### src/rtl/led_pulse_blink_controller_core_macros.svh
// Assertion macros for the LED pulse/blink controller.
// Used by the top level; no other dependencies.
`ifndef LED_PULSE_BLINK_CONTROLLER_CORE_MACROS_SVH
`define LED_PULSE_BLINK_CONTROLLER_CORE_MACROS_SVH

// Same-cycle implication, disabled during reset.
`define LPBC_ASSERT_NOW(label, clk, rst_n, ante, cons, msg) \
    label: assert property (@(posedge clk) disable iff (!rst_n) (ante) |-> (cons)) \
        else $error(msg);

// Next-cycle implication, disabled during reset.
`define LPBC_ASSERT_NEXT(label, clk, rst_n, ante, cons, msg) \
    label: assert property (@(posedge clk) disable iff (!rst_n) (ante) |=> (cons)) \
        else $error(msg);

`endif

### src/rtl/lpbc_pkg.sv
// Shared types and codes for the LED pulse/blink controller.
// No dependencies.
package lpbc_pkg;

    localparam int TIME_BITS_DEF = 32;

    localparam logic [2:0] CMD_TICK      = 3'd0;
    localparam logic [2:0] CMD_PULSE     = 3'd1;
    localparam logic [2:0] CMD_BLINK     = 3'd2;
    localparam logic [2:0] CMD_SET       = 3'd3;
    localparam logic [2:0] CMD_BLINK_OFF = 3'd4;

    localparam logic [1:0] MODE_IDLE  = 2'd0;
    localparam logic [1:0] MODE_FIXED = 2'd1;
    localparam logic [1:0] MODE_PULSE = 2'd2;
    localparam logic [1:0] MODE_BLINK = 2'd3;

    localparam logic [0:0] REG_ON_LEVEL = 1'b0;

    typedef struct packed {
        logic [2:0]        command;
        logic [31:0]       first_time;
        logic [31:0]       second_time;
        logic signed [7:0] blink_count;
        logic              fixed_level;
    } item_t;

    typedef struct packed {
        logic       pin_level;
        logic       logical_on;
        logic [1:0] mode;
    } result_t;

endpackage

### src/rtl/lpbc_engine.sv
// Mode state and per-command update of the LED pulse/blink controller.
// Depends on lpbc_pkg.
module lpbc_engine
    import lpbc_pkg::*;
#(
    parameter int TIME_BITS = TIME_BITS_DEF
)
(
    input  logic    clk,
    input  logic    rst_n,
    input  logic    en,
    input  item_t   item,
    input  logic    on_level,
    output result_t result
);

    localparam logic [TIME_BITS-1:0] TIME_MAX = '1;

    logic [1:0]           mode_reg, mode_next;
    logic                 counted_reg, counted_next;
    logic                 led_on_reg, led_on_next;
    logic [TIME_BITS-1:0] elapsed_reg, elapsed_next;
    logic [TIME_BITS-1:0] on_ticks_reg, on_ticks_next;
    logic [TIME_BITS-1:0] off_ticks_reg, off_ticks_next;
    logic [7:0]           cycles_reg, cycles_next;

    logic [TIME_BITS+31:0] t1_wide, t2_wide;
    logic [TIME_BITS-1:0]  t1, t2;
    logic [TIME_BITS-1:0]  el_inc;
    logic [7:0]            cyc_dec;
    logic                  cnt_pos;

    assign t1_wide = {{TIME_BITS{1'b0}}, item.first_time};
    assign t2_wide = {{TIME_BITS{1'b0}}, item.second_time};
    assign t1      = t1_wide[TIME_BITS-1:0];
    assign t2      = t2_wide[TIME_BITS-1:0];
    assign el_inc  = (elapsed_reg != TIME_MAX) ? elapsed_reg + 1'b1 : elapsed_reg;
    assign cyc_dec = cycles_reg - 8'd1;
    assign cnt_pos = (item.blink_count != 8'sd0) && !item.blink_count[7];

    always_comb
    begin
        mode_next      = mode_reg;
        counted_next   = counted_reg;
        led_on_next    = led_on_reg;
        elapsed_next   = elapsed_reg;
        on_ticks_next  = on_ticks_reg;
        off_ticks_next = off_ticks_reg;
        cycles_next    = cycles_reg;
        unique case (item.command)
            CMD_TICK:
            begin
                elapsed_next = el_inc;
                if (mode_reg == MODE_PULSE)
                begin
                    if (el_inc >= on_ticks_reg)
                    begin
                        mode_next    = MODE_IDLE;
                        counted_next = 1'b0;
                        led_on_next  = 1'b0;
                    end
                end
                else if (mode_reg == MODE_BLINK)
                begin
                    if (led_on_reg)
                    begin
                        if (el_inc >= on_ticks_reg)
                        begin
                            led_on_next  = 1'b0;
                            elapsed_next = '0;
                        end
                    end
                    else if (el_inc >= off_ticks_reg)
                    begin
                        led_on_next  = 1'b1;
                        elapsed_next = '0;
                        if (counted_reg)
                        begin
                            cycles_next = cyc_dec;
                            if (cyc_dec == 8'd0 || cyc_dec[7])
                            begin
                                mode_next    = MODE_IDLE;
                                counted_next = 1'b0;
                                led_on_next  = 1'b0;
                            end
                        end
                    end
                end
            end
            CMD_PULSE:
            begin
                if (mode_reg != MODE_PULSE)
                begin
                    mode_next     = MODE_PULSE;
                    counted_next  = 1'b0;
                    cycles_next   = 8'd0;
                    on_ticks_next = t1;
                    elapsed_next  = '0;
                    led_on_next   = 1'b1;
                end
            end
            CMD_BLINK:
            begin
                if (mode_reg != MODE_BLINK)
                begin
                    mode_next      = MODE_BLINK;
                    counted_next   = cnt_pos;
                    if (cnt_pos)
                        cycles_next = item.blink_count;
                    on_ticks_next  = t1;
                    off_ticks_next = t2;
                    elapsed_next   = '0;
                    led_on_next    = 1'b1;
                end
            end
            CMD_SET:
            begin
                mode_next    = MODE_FIXED;
                counted_next = 1'b0;
                cycles_next  = 8'd0;
                led_on_next  = item.fixed_level;
            end
            CMD_BLINK_OFF:
            begin
                if (mode_reg == MODE_BLINK)
                begin
                    mode_next    = MODE_FIXED;
                    counted_next = 1'b0;
                    cycles_next  = 8'd0;
                    led_on_next  = 1'b0;
                end
            end
            default:
            begin
            end
        endcase
    end

    always_ff @(posedge clk or negedge rst_n)
    begin
        if (!rst_n)
        begin
            mode_reg      <= MODE_IDLE;
            counted_reg   <= 1'b0;
            led_on_reg    <= 1'b0;
            elapsed_reg   <= '0;
            on_ticks_reg  <= '0;
            off_ticks_reg <= '0;
            cycles_reg    <= 8'd0;
        end
        else if (en)
        begin
            mode_reg      <= mode_next;
            counted_reg   <= counted_next;
            led_on_reg    <= led_on_next;
            elapsed_reg   <= elapsed_next;
            on_ticks_reg  <= on_ticks_next;
            off_ticks_reg <= off_ticks_next;
            cycles_reg    <= cycles_next;
        end
    end

    assign result.pin_level  = led_on_next ? on_level : !on_level;
    assign result.logical_on = led_on_next;
    assign result.mode       = mode_next;

endmodule

### src/rtl/led_pulse_blink_controller_core.sv
// LED pulse/blink controller: one command in, one pin status out. Each transfer
// on the slave stream is latched into an input register; once the output side
// can take a result, the mode engine applies it and the status is loaded
// into the output register. One command is taken every clock as long as the
// master side keeps up; the rate is set by the single state update in
// lpbc_engine. The on-level register (APB address 0x0) selects whether logical
// on drives the pin high or low.
// Depends on lpbc_pkg, lpbc_engine and led_pulse_blink_controller_core_macros.svh.
`include "led_pulse_blink_controller_core_macros.svh"

module led_pulse_blink_controller_core
    import lpbc_pkg::*;
#(
    parameter int TIME_BITS = TIME_BITS_DEF
)
(
    input  logic        clk,
    input  logic        rst_n,
    // APB
    input  logic        psel,
    input  logic        penable,
    input  logic        pwrite,
    input  logic [2:0]  paddr,
    input  logic [31:0] pwdata,
    output logic [31:0] prdata,
    output logic        pready,
    // slave stream
    input  logic        s_tvalid,
    output logic        s_tready,
    input  logic [79:0] s_tdata,  // first_time[31:0], second_time[63:32],
                                  // blink_count[71:64], fixed_level[72], zero pad
    input  logic [2:0]  s_tuser,  // command[2:0]
    // master stream
    output logic        m_tvalid,
    input  logic        m_tready,
    output logic [7:0]  m_tdata   // pin_level[0], logical_on[1], mode[3:2], zero pad
);

    logic    on_level_reg;
    item_t   item_reg;
    logic    in_valid_reg;
    result_t result_reg;
    logic    out_valid_reg;
    result_t eng_result;
    logic    advance;
    logic    s_xfer;
    logic    cfg_wr;

    // APB
    assign pready = 1'b1;
    assign cfg_wr = psel && penable && pwrite && (paddr[2:2] == REG_ON_LEVEL);

    always_ff @(posedge clk or negedge rst_n)
    begin
        if (!rst_n)
            on_level_reg <= 1'b1;
        else if (cfg_wr)
            on_level_reg <= pwdata[0];
    end

    assign prdata = (paddr[2:2] == REG_ON_LEVEL) ? {31'd0, on_level_reg} : 32'd0;

    // input register
    assign advance  = in_valid_reg && (!out_valid_reg || m_tready);
    assign s_tready = !in_valid_reg || advance;
    assign s_xfer   = s_tvalid && s_tready;

    always_ff @(posedge clk or negedge rst_n)
    begin
        if (!rst_n)
            in_valid_reg <= 1'b0;
        else if (s_xfer)
            in_valid_reg <= 1'b1;
        else if (advance)
            in_valid_reg <= 1'b0;
    end

    always_ff @(posedge clk)
    begin
        if (s_xfer)
        begin
            item_reg.command     <= s_tuser;
            item_reg.first_time  <= s_tdata[31:0];
            item_reg.second_time <= s_tdata[63:32];
            item_reg.blink_count <= s_tdata[71:64];
            item_reg.fixed_level <= s_tdata[72];
        end
    end

    lpbc_engine #(
        .TIME_BITS (TIME_BITS)
    ) u_engine (
        .clk      (clk),
        .rst_n    (rst_n),
        .en       (advance),
        .item     (item_reg),
        .on_level (on_level_reg),
        .result   (eng_result)
    );

    // output register
    always_ff @(posedge clk or negedge rst_n)
    begin
        if (!rst_n)
            out_valid_reg <= 1'b0;
        else if (advance)
            out_valid_reg <= 1'b1;
        else if (m_tready)
            out_valid_reg <= 1'b0;
    end

    always_ff @(posedge clk)
    begin
        if (advance)
            result_reg <= eng_result;
    end

    assign m_tvalid = out_valid_reg;
    assign m_tdata  = {4'd0, result_reg.mode, result_reg.logical_on, result_reg.pin_level};

    `LPBC_ASSERT_NEXT(a_accept_fills, clk, rst_n, s_xfer, in_valid_reg, "accepted transfer lost")
    `LPBC_ASSERT_NEXT(a_advance_out, clk, rst_n, advance, out_valid_reg, "result not registered")
    `LPBC_ASSERT_NEXT(a_stall_hold, clk, rst_n, in_valid_reg && !advance,
        in_valid_reg && $stable(item_reg), "stalled command changed")
    `LPBC_ASSERT_NOW(a_idle_off, clk, rst_n, out_valid_reg && result_reg.mode == MODE_IDLE,
        !result_reg.logical_on, "idle mode reports on")
    `LPBC_ASSERT_NOW(a_pulse_on, clk, rst_n, out_valid_reg && result_reg.mode == MODE_PULSE,
        result_reg.logical_on, "pulse mode reports off")

endmodule
### config.mk
export PLATFORM = sky130hd
export DESIGN_NAME = led_pulse_blink_controller_core
export DESIGN_NICKNAME = d
export VERILOG_FILES = /design/src/rtl/lpbc_pkg.sv /design/src/rtl/lpbc_engine.sv /design/src/rtl/led_pulse_blink_controller_core.sv
export VERILOG_INCLUDE_DIRS = /design/src /design/src/rtl
export SDC_FILE = /design/constraint.sdc
export NUM_CORES = 1
export LEC_CHECK = 0
export ABC_CLOCK_PERIOD_IN_PS = 3900
export BUFFER_PORTS_ARGS = -buffer_cell sky130_fd_sc_hd__buf_2
export CORE_MARGIN = 5
export CORE_UTILIZATION = 51
export CTS_CLUSTER_DIAMETER = 40
export DETAILED_ROUTE_END_ITERATION = 10
export MAX_ROUTING_LAYER = met4
export PLACE_DENSITY = 0.74
export SYNTH_ARGS = -nofsm -noshare
export SYNTH_HDL_FRONTEND = slang
export SYNTH_HIERARCHICAL = 1
export SYNTH_SLANG_ARGS = --single-unit
### constraint.sdc
create_clock -name clk -period 3.9 [get_ports clk]
set_input_delay 0.78 -clock clk [delete_from_list [all_inputs] [get_ports clk]]
set_output_delay 0.78 -clock clk [all_outputs]
set_load 0.005 [all_outputs]
==> results.sh, run 1 <==
export IMPL_outcome="finished, violations left"
export IMPL_violations_in_the_final_reports="negative setup slack"
export IMPL_gr_total_overflow=0
export IMPL_fin_worst_skew_ps=11.9
export IMPL_critical_path_endpoint_type="flip-flop"
export IMPL_pin_count_of_the_biggest_net_entering_global_routing=77
export IMPL_final_cell_count_no_fill=1344
export IMPL_netlist_top_cells_count="sky130_fd_sc_hd__dfrtp_1, sky130_fd_sc_hd__edfxtp_1, sky130_fd_sc_hd__inv_1"
export IMPL_pwr_cell_area_mw_per_mm2=546
export IMPL_number_of_flip_flops_in_the_largest_register=76
export IMPL_drt_antenna_violating_nets=0
export IMPL_finalSetupViolations=48
export IMPL_ys_types=69
export IMPL_synth_top_cell_area_share=0.283
export IMPL_grt_pass1_wl_um=36400
export IMPL_max_slew_worst_pin_slew_ps=1180
export IMPL_ff_latch_area_mm2=0.00518
export IMPL_syn_cell_area_mm2=0.00973
export IMPL_synth_top_cells_by_area="sky130_fd_sc_hd__dfrtp_1, sky130_fd_sc_hd__edfxtp_1, sky130_fd_sc_hd__ha_1"
export IMPL_ff_to_ff_start="u_engine/elapsed_reg[21]"
export IMPL_clockBufferDepth=2
export IMPL_post_synth_inst_count=888
export IMPL_reg2reg_setup_slack_ps=-500
export IMPL_tritoncts_clock_tree="built"
export IMPL_timing_final_crit_period_ps=4400
export IMPL_required_time_at_the_endpoint_of_the_critical_path_ps=4210
export IMPL_worst_slack_ps=-503
export IMPL_detailedRoute_firstIterationViolations=507
export IMPL_synth_async_sr_flop_share=0.581
export IMPL_postCtsHoldBufs=0
export IMPL_design_core_area_mm2=0.0188
export IMPL_pre_cts_ws_ps=-471
export IMPL_yosys_most_used_dff="sky130_fd_sc_hd__dfrtp_1"
export IMPL_numPortBuffers=91
export IMPL_arrival_time_at_the_worst_endpoint_ps=4720
export IMPL_synth_enable_flop_cells=80
export IMPL_yosys_area_top_type="sky130_fd_sc_hd__dfrtp_1"
export IMPL_fmax_mhz=227
export IMPL_detail_route_wl_per_cell_um=17.6
export IMPL_num_nets_final=1289
export IMPL_remaining_drcs=0
export IMPL_multi_input_gate_area_mm2=0.00452
export IMPL_grt_antenna_before_repair=0
export IMPL_crit_type="reg2reg"
export IMPL_synth_ff_latch_count=191
export IMPL_detail_route_first_pass_iterations=5
export IMPL_io_pin_count=168
export IMPL_clock_insertion_delay_worst_skew_ps=430
export IMPL_yosys_warnings=6
export IMPL_reg2reg_to="u_engine/elapsed_reg[5]"
export IMPL_largest_driver_fanout_on_the_critical_path=7
export IMPL_worstPathCellList="nand4_1 -> or2_4 -> buf_6 -> nor2_2 -> o211ai_1 -> nor2_1 -> xor2_1 -> buf_4 -> ha_1 -> nand4_1 -> nor2_2 -> nand4_1 -> a311oi_4 -> nor4_4 -> nand3b_1 -> buf_6 -> buf_12 -> buf_16 -> buf_12 -> a22o_1"
export IMPL_row_count=50
export IMPL_timing_max_transition_violations_final=0
export IMPL_routed_via_count=7531
export IMPL_htreeDepth=4
export IMPL_post_synth_top_count_cell="sky130_fd_sc_hd__dfrtp_1"
export IMPL_postPlaceCellArea_mm2=0.0110
export IMPL_total_leakage_power_uw=0.00571
export IMPL_height_of_the_die_um=148
export IMPL_post_synthesis_mean_instance_area_um2=11.0
export IMPL_unrepaired_setup_endpoints_after_global_routing="yes"
export IMPL_number_of_cts_inserted_buffers=17
export IMPL_gp_congestion=0.890
export IMPL_detail_route_vias_per_cell=5.60
export IMPL_max_slew_margin_rel=0.215
export IMPL_final_critical_path_share_of_the_clock_period=1.13
export IMPL_critPathMaxStageDelay_ps=430
export IMPL_fin_hold_viols=0
export IMPL_reg2regPathDepth=20
export IMPL_clock_sinks=191
export IMPL_placed_cells_incl_taps=1274
export IMPL_path_clk_slew_ps=70
export IMPL_routed_wirelength_um=23700
export IMPL_clk_root_buffer_cell="sky130_fd_sc_hd__clkbuf_16"
export IMPL_antenna_diode_count=0
export IMPL_fill_cells=1311
export IMPL_area_growth_pct=28.7
export IMPL_slowest_stage="sky130_fd_sc_hd__a311oi_4"
export IMPL_synth_seq_area_share=0.532
export IMPL_cap_violations=0
export IMPL_grtUsageTotal=0.213
export IMPL_finish_instance_area_mm2=0.0125
export IMPL_critical_path_top_cell_by_count="sky130_fd_sc_hd__nand4_1"
export IMPL_fp_dieW_um=148
export IMPL_final_layout_size_suffix_gt1_frac=0.337
export IMPL_ir_worst_vdd_uv=334
export IMPL_post_dp_hpwl_um=14300
export IMPL_start_util=0.519
export IMPL_hold_class="in2async"
export IMPL_number_of_global_route_vias_before_repair=7317
export IMPL_critPathLaunchType="flip-flop"
export IMPL_overall_die_area_mm2=0.0219
==> how the worst max path moves through the flow <==
stage	startpoint	end	depth (start not counted)
after floorplan	u_engine/elapsed_reg[3]	u_engine/elapsed_reg[10]	17
after global routing	u_engine/elapsed_reg[6]	u_engine/elapsed_reg[5]	20
after detailed placement	u_engine/elapsed_reg[27]	m_tdata[0]	17
after global placement	u_engine/elapsed_reg[6]	m_tdata[3]	15
final	u_engine/elapsed_reg[21]	u_engine/elapsed_reg[5]	20
after CTS	u_engine/elapsed_reg[24]	u_engine/elapsed_reg[17]	22
==> layout make-up <==
type,instances,share of cell area
multi-input combinational,588,0.360
clock inverter,13,0.0147
clock buffer,19,0.0346
sequential,191,0.414
timing repair buffer,222,0.130
tap,234,0.0234
inverter,77,0.0231
==> power by group <==
part / leakage, uW / switching [uW] / total, uW / internal, uW
clock network: 0.000298 / 765 / 1840 / 1080
registers: 0.00217 / 235 / 2810 / 2570
logic: 0.00325 / 1190 / 2190 / 997
==> worst max-delay path: cells and delay by family, from the launching register on <==
kind                     cells  cell delay (ps)
flip-flops                   1              380
buffers and inverters        6              860
adder cells (fa/ha/maj)      1              290
AO/OA/AOI/OAI                3              830
AND/OR/NAND/NOR              9             1710
XOR/XNOR                     1              200
==> kinds of logic after synthesis <==
kind of cell    Yosys count  share of synthesized area
simple gates            227                      0.121
compound gates          195                      0.123
flops                   191                      0.532
buf+inv                 143                     0.0705
fa+ha+maj                67                     0.0861
mux                      37                     0.0426
xor+xnor                 26                     0.0234
other cells               2                   0.000772
==> cell usage in the layout, fill, tap and decap left out, drive strengths merged, types with 4 or more instances in the layout <==
| cell | n |
|---|---|
| a211oi | 5 |
| a21o | 8 |
| a21oi | 43 |
| a22o | 15 |
| a31oi | 13 |
| and2 | 7 |
| and4 | 5 |
| buf | 221 |
| bufinv | 4 |
| clkbuf | 20 |
| clkinv | 4 |
| conb | 36 |
| dfrtp | 110 |
| edfxtp | 80 |
| ha | 67 |
| inv | 81 |
| mux2 | 35 |
| nand2 | 73 |
| nand2b | 14 |
| nand3 | 20 |
| nand4 | 17 |
| nor2 | 40 |
| nor3 | 13 |
| nor3b | 6 |
| nor4 | 8 |
| o211ai | 6 |
| o21a | 4 |
| o21ai | 74 |
| or2 | 7 |
| or3 | 7 |
| xnor2 | 13 |
| xor2 | 13 |
==> routing by layer <==
metal,share of wire,vias up,GRT usage
met5,0,-,-
met4,0.031,0,0.0818
met3,0.063,63,0.0308
met2,0.48,301,0.333
met1,0.43,3642,0.286
li1,-,3525,-
==> stage by stage <==
stage	TNS, ps	utilization	hold WS [ps]	power, uW
2_1_floorplan	0	-	426	4050
3_3_place_gp	-14910	0.585	444	4580
3_5_place_dp	-18050	0.585	451	4660
4_1_cts	-4010	0.652	330	6720
5_1_grt	-22480	0.668	358	7260
6_report	-16030	0.668	315	6840
==> what timing repair did <==
item | in CTS | in global routing
endpoints found under the setup margin | 48 | 48
pin swaps | 59 | 43
resized for setup | 76 | 62
setup buffers | 28 | 10
cloned | 5 | 2
Power figures use the tool's default switching activity.
==> run 2, diff against run 1 <==
- CORE_MARGIN: 5 -> default
- REMOVE_ABC_BUFFERS: default -> 1
==> results.sh, run 2 (same netlist as run 1, synthesis figures left out) <==
export IMPL_postCtsHoldBufs=0
export IMPL_fmax_mhz=233
export IMPL_total_leakage_power_uw=0.00559
export IMPL_pwr_cell_area_mw_per_mm2=538
export IMPL_slowest_stage="sky130_fd_sc_hd__or4_4"
export IMPL_number_of_cts_inserted_buffers=17
export IMPL_critical_path_top_cell_by_count="sky130_fd_sc_hd__buf_6"
export IMPL_design_core_area_mm2=0.0187
export IMPL_fp_dieW_um=140
export IMPL_detail_route_vias_per_cell=5.61
export IMPL_routed_wirelength_um=22600
export IMPL_number_of_flip_flops_in_the_largest_register=76
export IMPL_fin_hold_viols=0
export IMPL_path_clk_slew_ps=70
export IMPL_required_time_at_the_endpoint_of_the_critical_path_ps=4220
export IMPL_postPlaceCellArea_mm2=0.0111
export IMPL_met3WireLength_um=1310
export IMPL_grt_pass1_wl_um=35400
export IMPL_outcome="finished, violations left"
export IMPL_post_dp_hpwl_um=14100
export IMPL_pre_cts_ws_ps=-432
export IMPL_violations_in_the_final_reports="negative setup slack"
export IMPL_gr_total_overflow=0
export IMPL_final_cell_count_no_fill=1341
export IMPL_htreeDepth=4
export IMPL_number_of_global_route_vias_before_repair=7265
export IMPL_clockBufferDepth=2
export IMPL_tritoncts_clock_tree="built"
export IMPL_drt_antenna_violating_nets=0
export IMPL_detail_route_first_pass_iterations=5
export IMPL_highest_signal_layer="met4"
export IMPL_max_slew_margin_rel=0.320
export IMPL_p_total_uw=6640
export IMPL_worstPathCellList="nand4_1 -> or2_4 -> nor4_4 -> nor2_1 -> nand2_1 -> buf_6 -> buf_6 -> nor3_2 -> xnor2_1 -> ha_1 -> nand4_1 -> buf_4 -> or4_4 -> o211ai_1 -> nand3b_1 -> buf_6 -> clkbuf_16 -> a21boi_2 -> a21o_1"
export IMPL_gp_congestion=0.860
export IMPL_num_nets_final=1286
export IMPL_critical_path_endpoint_type="flip-flop"
export IMPL_unrepaired_setup_endpoints_after_global_routing="yes"
export IMPL_detailedRoute_firstIterationViolations=659
export IMPL_crit_type="reg2reg"
export IMPL_start_util=0.520
export IMPL_routed_met2_length_um=11200
export IMPL_clock_sinks=191
export IMPL_pin_count_of_the_biggest_net_entering_global_routing=77
export IMPL_arrival_time_at_the_worst_endpoint_ps=4620
export IMPL_cap_violations=0
export IMPL_clock_insertion_delay_worst_skew_ps=440
export IMPL_ir_worst_vdd_uv=379
export IMPL_finish_instance_area_mm2=0.0123
export IMPL_timing_max_transition_violations_final=0
export IMPL_io_pin_count=168
export IMPL_overall_die_area_mm2=0.0196
export IMPL_finalSetupViolations=47
export IMPL_fin_worst_skew_ps=11.1
export IMPL_remaining_drcs=0
export IMPL_critPathLaunchType="flip-flop"
export IMPL_final_critical_path_share_of_the_clock_period=1.10
export IMPL_routed_via_count=7518
export IMPL_final_cell_mix="sky130_fd_sc_hd__buf_4, sky130_fd_sc_hd__dfrtp_1, sky130_fd_sc_hd__buf_2"
export IMPL_cp_top_family="simple AND/OR/NAND/NOR gates"
export IMPL_height_of_the_die_um=140
export IMPL_detail_route_wl_per_cell_um=16.9
export IMPL_critPathMaxStageDelay_ps=460
export IMPL_drt_met1_wl_um=9700
export IMPL_post_route_util=0.660
export IMPL_largest_driver_fanout_on_the_critical_path=7
export IMPL_final_layout_size_suffix_gt1_frac=0.331
export IMPL_timing_final_crit_period_ps=4300
export IMPL_area_growth_pct=26.8
export IMPL_grtUsageTotal=0.239
export IMPL_max_slew_worst_pin_slew_ps=1020
export IMPL_critPathBufInv=5
export IMPL_clk_root_buffer_cell="sky130_fd_sc_hd__clkbuf_16"
export IMPL_placed_cells_incl_taps=1288
export IMPL_hold_class="in2async"
export IMPL_numPortBuffers=91
export IMPL_final_common_cell="sky130_fd_sc_hd__buf_4"
export IMPL_worst_slack_ps=-399
export IMPL_antenna_diode_count=0
export IMPL_row_count=50
export IMPL_grt_antenna_before_repair=0
run 2: through the flow:
| stage | hold slack, ps | setup TNS [ps] |
|---|---|---|
| global placement | 436 | -9610 |
| global route | 466 | -18330 |
| finish | 399 | -13590 |
| floorplan | 426 | -28350 |
| detailed placement | 443 | -14340 |
| CTS | 433 | -2930 |
run 2: final timing paths:
path / endpoint / startpoint / depth (start not counted) / slack, ps
max in group asynchronous: u_engine/on_ticks_reg[14] / rst_n / 2 / 2700
worst max register to register: u_engine/elapsed_reg[12] / u_engine/elapsed_reg[21] / 19 / -400
worst min register to register: u_engine/on_ticks_reg[26] / item_reg[67] / 2 / 450
worst max-delay path: u_engine/elapsed_reg[12] / u_engine/elapsed_reg[21] / 19 / -400
worst min-delay path: u_engine/cycles_reg[2] / rst_n / 1 / 400
min in group clk: u_engine/on_ticks_reg[26] / item_reg[67] / 2 / 450
run 2: cell type report:
type,instances,area (um2)
clock buffers,24,502
fillers,1338,6360
inverters,77,289
flip-flops and latches,191,5180
repair buffers,219,1540
well taps,234,293
multi-input cells,588,4480
clock inverters,8,56.3
run 2: timing repair:
action / CTS / global route
setup buffers: 10 / 9
endpoints found under the setup margin: 48 / 48
gates resized for setup: 74 / 41
pin swaps: 38 / 23
hold endpoints to repair: 0 / 0
cloned: 2 / 2
run 2: per-layer routing:
metal,vias to the layer above,GRT usage
li1,3511,-
met3,48,0.0492
met1,3662,0.298
met4,0,0.0804
met2,297,0.390
met5,-,-
run 2: worst reg2reg max path: stages (launching register included):
cell,delay (ps)
sky130_fd_sc_hd__dfrtp_1,390
sky130_fd_sc_hd__nand4_1,170
sky130_fd_sc_hd__or2_4,320
sky130_fd_sc_hd__nor4_4,350
sky130_fd_sc_hd__nor2_1,100
sky130_fd_sc_hd__nand2_1,150
sky130_fd_sc_hd__buf_6,160
sky130_fd_sc_hd__buf_6,100
sky130_fd_sc_hd__nor3_2,40
sky130_fd_sc_hd__xnor2_1,140
sky130_fd_sc_hd__ha_1,310
sky130_fd_sc_hd__nand4_1,220
sky130_fd_sc_hd__buf_4,220
sky130_fd_sc_hd__or4_4,460
sky130_fd_sc_hd__o211ai_1,260
sky130_fd_sc_hd__nand3b_1,180
sky130_fd_sc_hd__buf_6,180
sky130_fd_sc_hd__clkbuf_16,150
sky130_fd_sc_hd__a21boi_2,150
sky130_fd_sc_hd__a21o_1,150
run 2: power by group:
| group | total [uW] | internal, uW | switching (uW) |
|---|---|---|---|
| clock | 1650 | 903 | 749 |
| sequential | 2800 | 2570 | 227 |
| combinational | 2190 | 996 | 1190 |
| total | 6640 | 4470 | 2170 |
